`src/rtl/tst_pkg.sv`:
```
// shared types and constants of the topic subscription table
package tst_pkg;

    localparam int SLOT_COUNT_DEF = 16;
    localparam int TOPIC_BITS_DEF = 32;
    localparam int TOPIC_IN_W     = 32;
    localparam int SUB_W          = 16;
    localparam int SEND_W         = 32;

    typedef enum logic [2:0] {
        OP_PUBLISH   = 3'd0,
        OP_UNPUBLISH = 3'd1,
        OP_SEND      = 3'd2,
        OP_SUBSCRIBE = 3'd3,
        OP_LOCAL_SUB = 3'd4,
        OP_UNSUB     = 3'd5,
        OP_QUERY     = 3'd6,
        OP_LIST      = 3'd7
    } t_op;

    typedef enum logic [1:0] {
        ST_DONE      = 2'd0,
        ST_PRESENT   = 2'd1,
        ST_NOT_FOUND = 2'd2,
        ST_FULL      = 2'd3
    } t_status;

    typedef enum logic [1:0] {
        S_IDLE,
        S_LOOK,
        S_MOD,
        S_LIST
    } t_state;

    typedef struct packed {
        logic              is_local;
        logic [SUB_W-1:0]  subs;
        logic [SEND_W-1:0] sends;
    } t_cnt;

    typedef struct packed {
        logic set;
        logic clr;
    } t_cam_wr;

    typedef struct packed {
        logic hit;
        logic has_free;
    } t_cam_res;

endpackage

```
`src/rtl/topic_subscription_table.sv`:
```
// top level of the topic subscription table: control sequencer and result register
//
// Table of SLOT_COUNT topic slots. Topic ids and valid marks sit in registers and are
// matched in parallel; subscriber count, send count and local flag of each slot sit in
// a synchronous memory with a registered read. An item takes a lookup cycle that
// matches the topic and reads the slot's counters, then an update cycle that writes
// the counters back and loads the result register; the update waits while a result
// is held. The next item is taken in the update cycle while results are drained. A
// list item gives SLOT_COUNT results at one per cycle while no result is held, then
// the block is free again. No clearing pass is needed after reset.
module topic_subscription_table #(
    parameter int SLOT_COUNT = tst_pkg::SLOT_COUNT_DEF,
    parameter int TOPIC_BITS = tst_pkg::TOPIC_BITS_DEF
) (
    input  logic        i_clk,
    input  logic        i_rst_n,
    input  logic        i_in_valid,
    output logic        o_in_stall,
    input  logic [2:0]  i_opcode,
    input  logic [31:0] i_topic_id,
    output logic        o_out_valid,
    input  logic        i_out_stall,
    output logic [1:0]  o_status,
    output logic        o_is_local,
    output logic [15:0] o_subscriber_count,
    output logic [31:0] o_sent_count,
    output logic [31:0] o_listed_topic,
    output logic        o_last
);

    localparam int IDX_W = (SLOT_COUNT > 1) ? $clog2(SLOT_COUNT) : 1;
    localparam int CNT_W = $bits(tst_pkg::t_cnt);
    localparam logic [IDX_W-1:0] LAST_IDX = IDX_W'(SLOT_COUNT - 1);

    tst_pkg::t_state  r_state, n_state;
    tst_pkg::t_op     r_op;
    logic [TOPIC_BITS-1:0] r_key;
    logic             r_hit, r_has_free;
    logic [IDX_W-1:0] r_idx, r_cnt;

    logic             r_out_valid;
    tst_pkg::t_status r_out_status;
    logic             r_out_local;
    logic [15:0]      r_out_subs;
    logic [31:0]      r_out_sends;
    logic [31:0]      r_out_topic;
    logic             r_out_last;

    logic [63:0]           w_topic_ext;
    logic [TOPIC_BITS-1:0] w_key;
    logic                  w_in_acc, w_out_free;
    logic                  w_rd_en, w_mod, w_list_step;

    tst_pkg::t_cam_res     w_cam_res;
    tst_pkg::t_cam_wr      w_cam_wr;
    logic [IDX_W-1:0]      w_hit_idx, w_free_idx;
    logic                  w_list_valid;
    logic [TOPIC_BITS-1:0] w_list_topic;
    logic [63:0]           w_list_ext;

    tst_pkg::t_cnt    w_rd, w_wdata;
    logic [CNT_W-1:0] w_rdata_raw;
    logic             w_we;

    tst_pkg::t_status w_res_status;
    tst_pkg::t_cnt    w_res;

    assign w_topic_ext = 64'(i_topic_id);
    assign w_key       = w_topic_ext[TOPIC_BITS-1:0];
    assign w_out_free  = !r_out_valid || !i_out_stall;
    assign o_in_stall  = !((r_state == tst_pkg::S_IDLE) ||
                           ((r_state == tst_pkg::S_MOD) && w_out_free));
    assign w_in_acc    = i_in_valid && !o_in_stall;

    tst_cam #(
        .SLOT_COUNT (SLOT_COUNT),
        .TOPIC_BITS (TOPIC_BITS),
        .IDX_W      (IDX_W)
    ) u_cam (
        .i_clk        (i_clk),
        .i_rst_n      (i_rst_n),
        .i_key        (r_key),
        .i_wr         (w_cam_wr),
        .i_wr_idx     (r_idx),
        .i_list_idx   (r_cnt),
        .o_res        (w_cam_res),
        .o_hit_idx    (w_hit_idx),
        .o_free_idx   (w_free_idx),
        .o_list_valid (w_list_valid),
        .o_list_topic (w_list_topic)
    );

    tst_ram #(
        .DEPTH  (SLOT_COUNT),
        .WIDTH  (CNT_W),
        .ADDR_W (IDX_W)
    ) u_ram (
        .i_clk   (i_clk),
        .i_we    (w_we),
        .i_waddr (r_idx),
        .i_wdata (w_wdata),
        .i_re    (w_rd_en),
        .i_raddr (w_hit_idx),
        .o_rdata (w_rdata_raw)
    );

    assign w_rd       = tst_pkg::t_cnt'(w_rdata_raw);
    assign w_list_ext = 64'(w_list_topic);

    always_ff @(posedge i_clk) begin
        if (!i_rst_n) begin
            r_state <= tst_pkg::S_IDLE;
        end else begin
            r_state <= n_state;
        end
    end

    always_comb begin
        n_state     = r_state;
        w_rd_en     = 1'b0;
        w_mod       = 1'b0;
        w_list_step = 1'b0;
        case (r_state)
            tst_pkg::S_IDLE: begin
                if (w_in_acc) begin
                    n_state = tst_pkg::S_LOOK;
                end
            end
            tst_pkg::S_LOOK: begin
                if (r_op == tst_pkg::OP_LIST) begin
                    n_state = tst_pkg::S_LIST;
                end else begin
                    w_rd_en = 1'b1;
                    n_state = tst_pkg::S_MOD;
                end
            end
            tst_pkg::S_MOD: begin
                if (w_out_free) begin
                    w_mod   = 1'b1;
                    n_state = w_in_acc ? tst_pkg::S_LOOK : tst_pkg::S_IDLE;
                end
            end
            tst_pkg::S_LIST: begin
                if (w_out_free) begin
                    w_list_step = 1'b1;
                    if (r_cnt == LAST_IDX) begin
                        n_state = tst_pkg::S_IDLE;
                    end
                end
            end
            default: begin
                n_state = tst_pkg::S_IDLE;
            end
        endcase
    end

    always_ff @(posedge i_clk) begin
        if (w_in_acc) begin
            r_op  <= tst_pkg::t_op'(i_opcode);
            r_key <= w_key;
        end
        if (w_rd_en) begin
            r_hit      <= w_cam_res.hit;
            r_has_free <= w_cam_res.has_free;
            r_idx      <= w_cam_res.hit ? w_hit_idx : w_free_idx;
        end
        if (r_state == tst_pkg::S_LOOK) begin
            r_cnt <= '0;
        end else if (w_list_step) begin
            r_cnt <= r_cnt + IDX_W'(1);
        end
    end

    // update of the matched slot, or of the first free slot on publish
    always_comb begin
        w_res_status = tst_pkg::ST_DONE;
        w_res        = w_rd;
        w_we         = 1'b0;
        w_cam_wr     = '0;
        if (r_op == tst_pkg::OP_PUBLISH) begin
            if (r_hit) begin
                w_res_status = tst_pkg::ST_PRESENT;
            end else if (r_has_free) begin
                w_res      = '0;
                w_we       = w_mod;
                w_cam_wr.set = w_mod;
            end else begin
                w_res_status = tst_pkg::ST_FULL;
                w_res        = '0;
            end
        end else if (!r_hit) begin
            w_res_status = tst_pkg::ST_NOT_FOUND;
            w_res        = '0;
        end else begin
            case (r_op)
                tst_pkg::OP_UNPUBLISH: begin
                    w_res        = '0;
                    w_cam_wr.clr = w_mod;
                end
                tst_pkg::OP_SEND: begin
                    if (w_rd.sends != '1) begin
                        w_res.sends = w_rd.sends + 32'd1;
                    end
                    w_we = w_mod;
                end
                tst_pkg::OP_SUBSCRIBE, tst_pkg::OP_LOCAL_SUB: begin
                    if (w_rd.subs != '1) begin
                        w_res.subs = w_rd.subs + 16'd1;
                    end
                    if (r_op == tst_pkg::OP_LOCAL_SUB) begin
                        w_res.is_local = 1'b1;
                    end
                    w_we = w_mod;
                end
                tst_pkg::OP_UNSUB: begin
                    if (w_rd.subs != '0) begin
                        w_res.subs = w_rd.subs - 16'd1;
                    end
                    w_we = w_mod;
                end
                default: begin
                    w_res = w_rd;
                end
            endcase
        end
        w_wdata = w_res;
    end

    always_ff @(posedge i_clk) begin
        if (!i_rst_n) begin
            r_out_valid <= 1'b0;
        end else if (w_mod || w_list_step) begin
            r_out_valid <= 1'b1;
        end else if (!i_out_stall) begin
            r_out_valid <= 1'b0;
        end
    end

    always_ff @(posedge i_clk) begin
        if (w_mod) begin
            r_out_status <= w_res_status;
            r_out_local  <= w_res.is_local;
            r_out_subs   <= w_res.subs;
            r_out_sends  <= w_res.sends;
            r_out_topic  <= '0;
            r_out_last   <= 1'b1;
        end else if (w_list_step) begin
            r_out_status <= tst_pkg::ST_DONE;
            r_out_local  <= 1'b0;
            r_out_subs   <= '0;
            r_out_sends  <= '0;
            r_out_topic  <= w_list_valid ? w_list_ext[31:0] : 32'd0;
            r_out_last   <= (r_cnt == LAST_IDX);
        end
    end

    assign o_out_valid        = r_out_valid;
    assign o_status           = r_out_status;
    assign o_is_local         = r_out_local;
    assign o_subscriber_count = r_out_subs;
    assign o_sent_count       = r_out_sends;
    assign o_listed_topic     = r_out_topic;
    assign o_last             = r_out_last;

    a_no_overwrite: assert property (@(posedge i_clk) disable iff (!i_rst_n)
        (w_mod || w_list_step) |-> !(r_out_valid && i_out_stall))
        else $error("result register overwritten while held");

    a_accept_state: assert property (@(posedge i_clk) disable iff (!i_rst_n)
        w_in_acc |-> (r_state == tst_pkg::S_IDLE || r_state == tst_pkg::S_MOD))
        else $error("item taken while busy");

    a_list_op: assert property (@(posedge i_clk) disable iff (!i_rst_n)
        (r_state == tst_pkg::S_LIST) |-> (r_op == tst_pkg::OP_LIST))
        else $error("list run without list item");

    a_write_in_mod: assert property (@(posedge i_clk) disable iff (!i_rst_n)
        (w_we || w_cam_wr.set || w_cam_wr.clr) |-> (r_state == tst_pkg::S_MOD))
        else $error("slot write outside update cycle");

    a_mod_after_look: assert property (@(posedge i_clk) disable iff (!i_rst_n)
        (r_state == tst_pkg::S_MOD) |-> ($past(r_state) == tst_pkg::S_LOOK ||
                                         $past(r_state) == tst_pkg::S_MOD))
        else $error("update without lookup");

endmodule

```
`src/rtl/tst_ram.sv`:
```
// single-port-write, single-port-read synchronous memory for the slot counters
module tst_ram #(
    parameter int DEPTH = 16,
    parameter int WIDTH = 8,
    parameter int ADDR_W = 4
) (
    input  logic              i_clk,
    input  logic              i_we,
    input  logic [ADDR_W-1:0] i_waddr,
    input  logic [WIDTH-1:0]  i_wdata,
    input  logic              i_re,
    input  logic [ADDR_W-1:0] i_raddr,
    output logic [WIDTH-1:0]  o_rdata
);

    logic [WIDTH-1:0] r_mem [DEPTH];
    logic [WIDTH-1:0] r_rdata;

    always_ff @(posedge i_clk) begin
        if (i_we) begin
            r_mem[i_waddr] <= i_wdata;
        end
    end

    always_ff @(posedge i_clk) begin
        if (i_re) begin
            r_rdata <= r_mem[i_raddr];
        end
    end

    assign o_rdata = r_rdata;

endmodule

```
`src/rtl/tst_cam.sv`:
```
// slot valid bits and topic registers with parallel match and first-free search
module tst_cam #(
    parameter int SLOT_COUNT = tst_pkg::SLOT_COUNT_DEF,
    parameter int TOPIC_BITS = tst_pkg::TOPIC_BITS_DEF,
    parameter int IDX_W = 4
) (
    input  logic                  i_clk,
    input  logic                  i_rst_n,
    input  logic [TOPIC_BITS-1:0] i_key,
    input  tst_pkg::t_cam_wr      i_wr,
    input  logic [IDX_W-1:0]      i_wr_idx,
    input  logic [IDX_W-1:0]      i_list_idx,
    output tst_pkg::t_cam_res     o_res,
    output logic [IDX_W-1:0]      o_hit_idx,
    output logic [IDX_W-1:0]      o_free_idx,
    output logic                  o_list_valid,
    output logic [TOPIC_BITS-1:0] o_list_topic
);

    logic [SLOT_COUNT-1:0] r_valid;
    logic [TOPIC_BITS-1:0] r_topic [SLOT_COUNT];
    logic [SLOT_COUNT-1:0] w_match;

    always_ff @(posedge i_clk) begin
        if (!i_rst_n) begin
            r_valid <= '0;
        end else begin
            if (i_wr.set) begin
                r_valid[i_wr_idx] <= 1'b1;
            end
            if (i_wr.clr) begin
                r_valid[i_wr_idx] <= 1'b0;
            end
        end
    end

    always_ff @(posedge i_clk) begin
        if (i_wr.set) begin
            r_topic[i_wr_idx] <= i_key;
        end
    end

    // lowest-numbered slot wins
    always_comb begin
        o_hit_idx  = '0;
        o_free_idx = '0;
        for (int i = SLOT_COUNT - 1; i >= 0; i--) begin
            w_match[i] = r_valid[i] && (r_topic[i] == i_key);
            if (w_match[i]) begin
                o_hit_idx = IDX_W'(i);
            end
            if (!r_valid[i]) begin
                o_free_idx = IDX_W'(i);
            end
        end
        o_res.hit      = |w_match;
        o_res.has_free = ~&r_valid;
    end

    assign o_list_valid = r_valid[i_list_idx];
    assign o_list_topic = r_topic[i_list_idx];

endmodule

```
`config.mk`:
```
export PLATFORM = sky130hd
export DESIGN_NAME = topic_subscription_table
export DESIGN_NICKNAME = d
export VERILOG_FILES = /design/src/rtl/tst_pkg.sv /design/src/rtl/topic_subscription_table.sv /design/src/rtl/tst_ram.sv /design/src/rtl/tst_cam.sv
export SDC_FILE = /design/constraint.sdc
export NUM_CORES = 2
export LEC_CHECK = 0
export BUFFER_PORTS_ARGS = -buffer_cell sky130_fd_sc_hd__buf_2
export CAP_MARGIN = 20
export CORE_MARGIN = 2
export CORE_UTILIZATION = 51
export DETAILED_ROUTE_END_ITERATION = 10
export PLACE_DENSITY = 0.8
export SETUP_SLACK_MARGIN = 0.5
export SYNTH_ARGS = -nofsm -noshare
export SYNTH_HDL_FRONTEND = slang
export SYNTH_HIERARCHICAL = 1
export SYNTH_SLANG_ARGS = --single-unit
```
`constraint.sdc`:
```
create_clock -name i_clk -period 6.15 [get_ports i_clk]
set_input_delay 0.615 -clock i_clk [delete_from_list [all_inputs] [get_ports i_clk]]
set_output_delay 0.615 -clock i_clk [all_outputs]
set_load 0.01 [all_outputs]
```
# After elaboration in Yosys (flattened, before gate mapping)

Memories as Yosys holds them, arrays and structs flattened. A register that Yosys moved wholly into a read port is not among the register bits.
Cells that the tools add are included.
W data, S select, Z words.

Latch bits: 0
Bits of input ports: 39
Word-level logic and storage cells: 187
ROM bits: 0
Bits in registers: 148
Memory bits (writable): 1,296
Memories: 2
Output and inout port bits: 86

Shift operators: 0
Add/subtract/negate cells: 4
Eq/ne operators: 33
Mux-type cells: 92
Bitwise operators: 3
Order comparisons: 3
Divide/modulo/power cells: 0
Reduce and logical (&&, ||, !) cells: 35
$mul: 0

Memory list:

| name          | words | bits a word | read ports | clocked after Yosys merged registers in | wr ports | line          | RTL |
|---|---|---|---|---|---|---|---|
| u_ram.r_mem   | 16    | 49          | 1          | 1                                       | 1        | tst_ram.sv:16 | `logic [WIDTH-1:0] r_mem [DEPTH];` |
| u_cam.r_topic | 16    | 32          | 17         | 1                                       | 1        | tst_cam.sv:21 | `logic [TOPIC_BITS-1:0] r_topic [SLOT_COUNT];` |

Operators by type and width:

| kind                    | count |
|---|---|
| $eq A32 B32 Y1          | 16 |
| $mux W49                | 3 |
| $mux W4                 | 35 |
| $mux W32                | 4 |
| $mux W16                | 7 |
| $pmux W32 S2            | 1 |
| $pmux W16 S3            | 1 |
| $add A32 B1 Y32 const B | 1 |
| $ne A32 B32 Y1 const B  | 1 |
| $mux W1                 | 27 |
| $mux W2                 | 10 |
| $logic_and A1 B1 Y1     | 19 |
| $add A16 B1 Y16 const B | 1 |
| $and A16 B16 Y16        | 1 |
| $ne A16 B16 Y1 const B  | 1 |
| $not A16 Y16            | 1 |
| $or A16 B16 Y16         | 1 |
| $reduce_and A16 Y1      | 1 |
| $reduce_bool A16 Y1     | 1 |
| $reduce_or A16 Y1       | 1 |
| $sub A16 B1 Y16 const B | 1 |
| $lt A4 B5 Y1 const B    | 2 |
| $eq A3 B3 Y1 const B    | 3 |
| $ne A2 B2 Y1 const B    | 4 |
| other kinds (20)        | 27 |

# Logic depth before layout (Yosys ltp)

An unclocked memory read counts as a cell.

Word-level depth: 20
Mapped depth: 17
Gate-level depth less buffers: 12

# Modules after synthesis

Netlist, hierarchy kept.

Modules (own cells, without submodules):

| module                   | times used | area an instance (µm²) | sequential area each (µm²) | cells each |
|---|---|---|---|---|
| tst_ram                  | 1          | 30,827.1               | 25,014.0                   | 1,268 |
| tst_cam                  | 1          | 26,310.2               | 15,695.1                   | 1,597 |
| topic_subscription_table | 1          | 7,363.3                | 3,563.4                    | 831 |

# Worst setup path before layout

No wires, ideal clock.

Path type: input port to flip-flop
Start: input port i_out_stall
End: memory u_ram/r_mem[0][0] in the netlist's numbering, enable pin
Required time: 5.634 ns
Setup slack: 0.009 ns
Arrival: 5.625 ns
Buffers on the path: 1
Stages: 7
Library setup time: 0.516 ns
Cell sequence: a21bo_2 > or2_2 > clkbuf_1 > nor2_1 > a21o_1 > or3b_2 > nor3_1

Cells in the longest elaborated chain, start to end: 9
Elaborated cells between the ends (all ways): 11
Those cells by class: 9 x mux; 2 x reduce/logical

RTL lines:

| item                            | line                                                             | RTL |
|---|---|---|
| from (decl)                     | topic_subscription_table.sv:22                                   | `input logic i_out_stall,` |
| $logic_not A1 Y1 *              | -                                                                |  |
| $logic_or A1 B1 Y1 *            | topic_subscription_table.sv:70                                   | `assign w_out_free = !r_out_valid \|\| !i_out_stall;` |
| $mux W1 *                       | topic_subscription_table.sv:138                                  | `if (w_out_free) begin` |
| $mux W1 *                       | topic_subscription_table.sv:123                                  | `case (r_state)` |
| $mux W1 (on tied branches)      | topic_subscription_table.sv:195, topic_subscription_table.sv:183 |  |
| $mux W1 (on tied branches)      | topic_subscription_table.sv:191, topic_subscription_table.sv:181 |  |
| $mux W1 *                       | topic_subscription_table.sv:180                                  | `if (r_op == tst_pkg::OP_PUBLISH) begin` |
| via w_we                        | topic_subscription_table.sv:63                                   | `logic w_we;` |
| $mux W1 *                       | tst_ram.sv:20                                                    | `if (i_we) begin` |
| $mux W1 (implied by the code) * | tst_ram.sv:21                                                    | `r_mem[i_waddr] <= i_wdata;` |
| to (decl)                       | tst_ram.sv:16                                                    |  |

The timed path passes the listed nets; every way through them passes the cells marked *.

# Final worst setup path

Start: register r_key[22]
End: register u_ram.r_rdata[6], in the netlist u_ram/o_rdata[6], read port of u_ram.r_mem (data pin)

Cells in the longest elaborated chain, start to end: 18
Elaborated cells between the ends (all ways): 48
Those cells by class: 16 x eq/ne; 16 x mux; 16 x reduce/logical

RTL lines:

| item                   | line                            | RTL |
|---|---|---|
| from (decl)            | topic_subscription_table.sv:37  | `logic [TOPIC_BITS-1:0] r_key;` |
| from (signal assigned) | topic_subscription_table.sv:160 | `r_key <= w_key;` |
| $eq A32 B32 Y1         | tst_cam.sv:48                   | `w_match[i] = r_valid[i] && (r_topic[i] == i_key);` |
| $logic_and A1 B1 Y1    | tst_cam.sv:48                   |  |
| $mux W4 (15 in series) | tst_cam.sv:49                   | `if (w_match[i]) begin` |
| $mux W4 *              | tst_cam.sv:49                   |  |
| via w_hit_idx[1]       | topic_subscription_table.sv:56  | `logic [IDX_W-1:0] w_hit_idx, w_free_idx;` |
| to (decl)              | tst_ram.sv:17                   | `logic [WIDTH-1:0] r_rdata;` |

Marks and branches as above.
A chain may end at the register's enable or synchronous reset.

==> out/metrics.csv <==
metric,value,unit
max-cap violation count,0,
setup TNS,0,ps
I/O pin cnt,125,
vias in the first global route,36709,
Leak,22.2,nW
"Seq/Total Area, Yosys",68.6,%
GRT overflow,0,
synth cell count leaders,"edfxtp_1 (1437), xnor2_1 (428), mux4_2 (361)",
initial DRC count,6241,
initial core utilization,51.4,%
Num CTS Buffers,149,
clk_lat worst skew,810,ps
total setup buffers inserted after CTS,0,
initial antenna violation count,9,
most common cell in the netlist,edfxtp_1,
Post-synth top flop,edfxtp_1,
post-synthesis mux area share,12.7,%
largest family of logic cells by synthesized area,multiplexers,
PortBufs,124,
maximum clock frequency,0.196,GHz
simple-gate portion of the synthesized area,5.61,%
fin. max-slew vios,0,
YS warnings,6,
Area contributors post-synth,"edfxtp_1 (67%), mux4_2 (13%), xnor2_1 (5.8%), dfxtp_1 (1.7%), xor2_1 (1.3%)",
Worst slew margin,24.2,%
final setup fails,0,
Synth area leader,edfxtp_1,
outcome,"complete, no violations",
area of the mapped netlist,64500,sq um
CTS root buf,clkbuf_16,
Min-Delay Startpoint,i_topic_id[20],
final setup skew,44.5,ps
kind of critical path,flop to flop,
Fill cells,9021,
multi-input logic area,19300,sq um
r2r setup slk,1040,ps
PwrDens,291,nW/um^2
gr usage total,27.7,%
Post-synth EDFFs,1437,
arrival time at the worst endpoint,5670,ps
Die Height,360,um
global-route wire length before repair,259000,um
Reg2Reg Capture Point,u_ram/o_rdata[6]$_DFFE_PP_,
core box area,126000,sq um
vias per cell,6.64,
"FF+latch count, synth",1493,
Detailed Place HPWL,115000,um
fin nets,3962,
final worst path period need,5110,ps
Avg Synthesized Cell Area,17.5,sq um
Die W,360,um
CP max FO,67,
hold slack,62.3,ps
routed len/inst,31.7,um
path depth of the worst reg2reg path,14,
Worst Tran Pin Value,1140,ps
Hold Path Stages,1,
"Distinct cells, synth",79,
required time of the critical path,6700,ps
share of layout cells above drive strength 1,23.5,%
Most common cell on crit path,nor4_1,
xor and xnor area share after synthesis,7.15,%
post_cts resized,0,
Longest Clk Path Bufs,3,
"Clk pin slew, worst setup/hold paths",60,ps
Crit-path slowest cell,edfxtp_1,
Syn Inst Count,3696,
HP Class,input port to flop,
worst path cell trace,buf_4 > xor2_1 > nor4_1 > nand4_1 > nor4_1 > a31o_2 > a31oi_1 > o211ai_2 > nand3_2 > a31oi_4 > buf_12 > mux4_2 > a22oi_1 > nand2_1,
CTS tree,done,
crit start category,flop,
largest net degree at the start of global routing,92,
DRC viols,0,
Synth Net Count,3739,
Worst Hold End,r_key[20]$_DFFE_PP_,
GPL Wtd Cong,1.01,
DR vias,37809,
Detailed Routing Iterations Pass 1,6,
area taken by flip-flops and latches,44300,sq um
async set-reset flop share out of synthesis,0,%
post-synthesis adder-cell area fraction,0.0776,%
Final Hold Fails,0,
final WL,181000,um
post-synthesis compound-gate area fraction,3.81,%
Final period util,83.2,%
clk sink count,1493,
row cnt,130,
RSZ-0062 raised after global routing,false,
Area growth syn-to-layout,13.0,%
ANT nets after route,0,
Synth top area share,66.9,%
Critical Path Sink Type,flop,
H-tree levels,4,
Tot Pwr,0.0212,W
CP peak stage delay,780,ps
die area,129000,sq um
R2R Path Start,r_key[22]$_DFFE_PP_,
Peak VDD IR,232,uV
==> through the flow <==
step                      util (%)  setup slack, ps  instances  area, sq um
after floorplan                  -             1340       3696        64500
after global placement        53.8             1200       5374        67600
after detailed placement      53.9             1160       5379        67700
after CTS                     57.9             1130       5679        72700
after global routing          58.0              882       5691        72900
final                         58.0             1040       5694        72900
==> kinds of logic after synthesis <==
family / Yosys count
AO/OA/AOI/OAI: 351
XOR/XNOR: 526
adder cells (fa/ha/maj): 4
buffers and inverters: 249
flip-flops: 1493
multiplexers: 368
AND/OR/NAND/NOR: 705
==> per-layer routing <==
metal / vias to the layer above / track usage [%] / part of all wire [%]
li1: 15247 / - / -
met1: 19123 / 37.9 / 36
met2: 2941 / 42.6 / 46
met3: 492 / 6.47 / 12
met4: 6 / 12.4 / 5.2
met5: - / 0 / 0.014
==> critical path, delay by kind of cell (launching register included) <==
kind	cells	cell delay, ps
flops	1	780
mux	1	380
simple gates	5	1340
compound gates	5	1290
xor+xnor	1	110
buf+inv	2	860
==> report_power, final <==
part | switching (W) | total (W) | internal, W
clock | 0.00396 | 0.00893 | 0.00497
combinational | 0.000648 | 0.000997 | 0.000349
sequential | 0.000110 | 0.0113 | 0.0112
total | 0.00472 | 0.0212 | 0.0165
==> layout make-up <==
cell class                 instances  share of cell area (%)
inverter                          19                  0.0979
timing repair buffer             302                    3.29
tap                             1650                    2.83
sequential                      1493                    60.8
multi-input combinational       1954                    26.4
clock buffer                     176                    5.31
clock inverter                    95                    1.24
antenna                            5                  0.0172
==> worst max path at each step <==
stage,start,endpoint,depth (start not counted)
after floorplan,i_out_stall,u_ram/r_mem[1][0]$_DFFE_PP_,7
after global placement,r_key[9]$_DFFE_PP_,u_ram/o_rdata[29]$_DFFE_PP_,13
after detailed placement,r_key[9]$_DFFE_PP_,u_ram/o_rdata[29]$_DFFE_PP_,13
after CTS,r_key[9]$_DFFE_PP_,u_ram/o_rdata[24]$_DFFE_PP_,13
after global routing,r_key[9]$_DFFE_PP_,u_ram/o_rdata[29]$_DFFE_PP_,13
final,r_key[22]$_DFFE_PP_,u_ram/o_rdata[6]$_DFFE_PP_,14
==> placed cells by master, fill, tap and decap left out, types with 8 or more instances in the layout <==
cell           instances
clkinv_2              33
clkbuf_16            149
nor4_1                46
and2_1                11
dfxtp_1               52
a22oi_1               98
nand2_1              198
edfxtp_1            1437
nand3_1               71
buf_4                119
nor2_4                29
xor2_1                97
or4_1                 10
bufinv_16             10
nand3b_1               8
buf_12                28
and3_1                13
xnor2_1              428
o21ai_0               78
clkinv_1              32
a31oi_1               30
o31ai_1               21
dlygate4sd3_1         29
mux4_2               361
inv_1                 17
a21oi_1               40
or3_1                 12
clkbuf_1              23
nor3_1                34
nand4_1              128
buf_2                124
o221a_2               16
nor2_1                86
==> what timing repair did <==
action                                 CTS  global route
endpoints found under the hold margin   29             0
setup endpoints to repair                0             0
hold buffers                            29             0
==> sequential cells by signal (all words and copies together) (netlist names) <==
register,flops
o_is_local,1
o_last,1
o_listed_topic,32
o_out_valid,1
o_sent_count,32
o_status,2
o_subscriber_count,16
r_cnt,4
r_has_free,1
r_hit,1
r_idx,4
r_key,32
r_op,3
r_state,2
u_cam/r_topic,512
u_cam/r_valid,16
u_ram/o_rdata,49
u_ram/r_mem,784
Note: power is estimated with default switching activity, not from simulation.
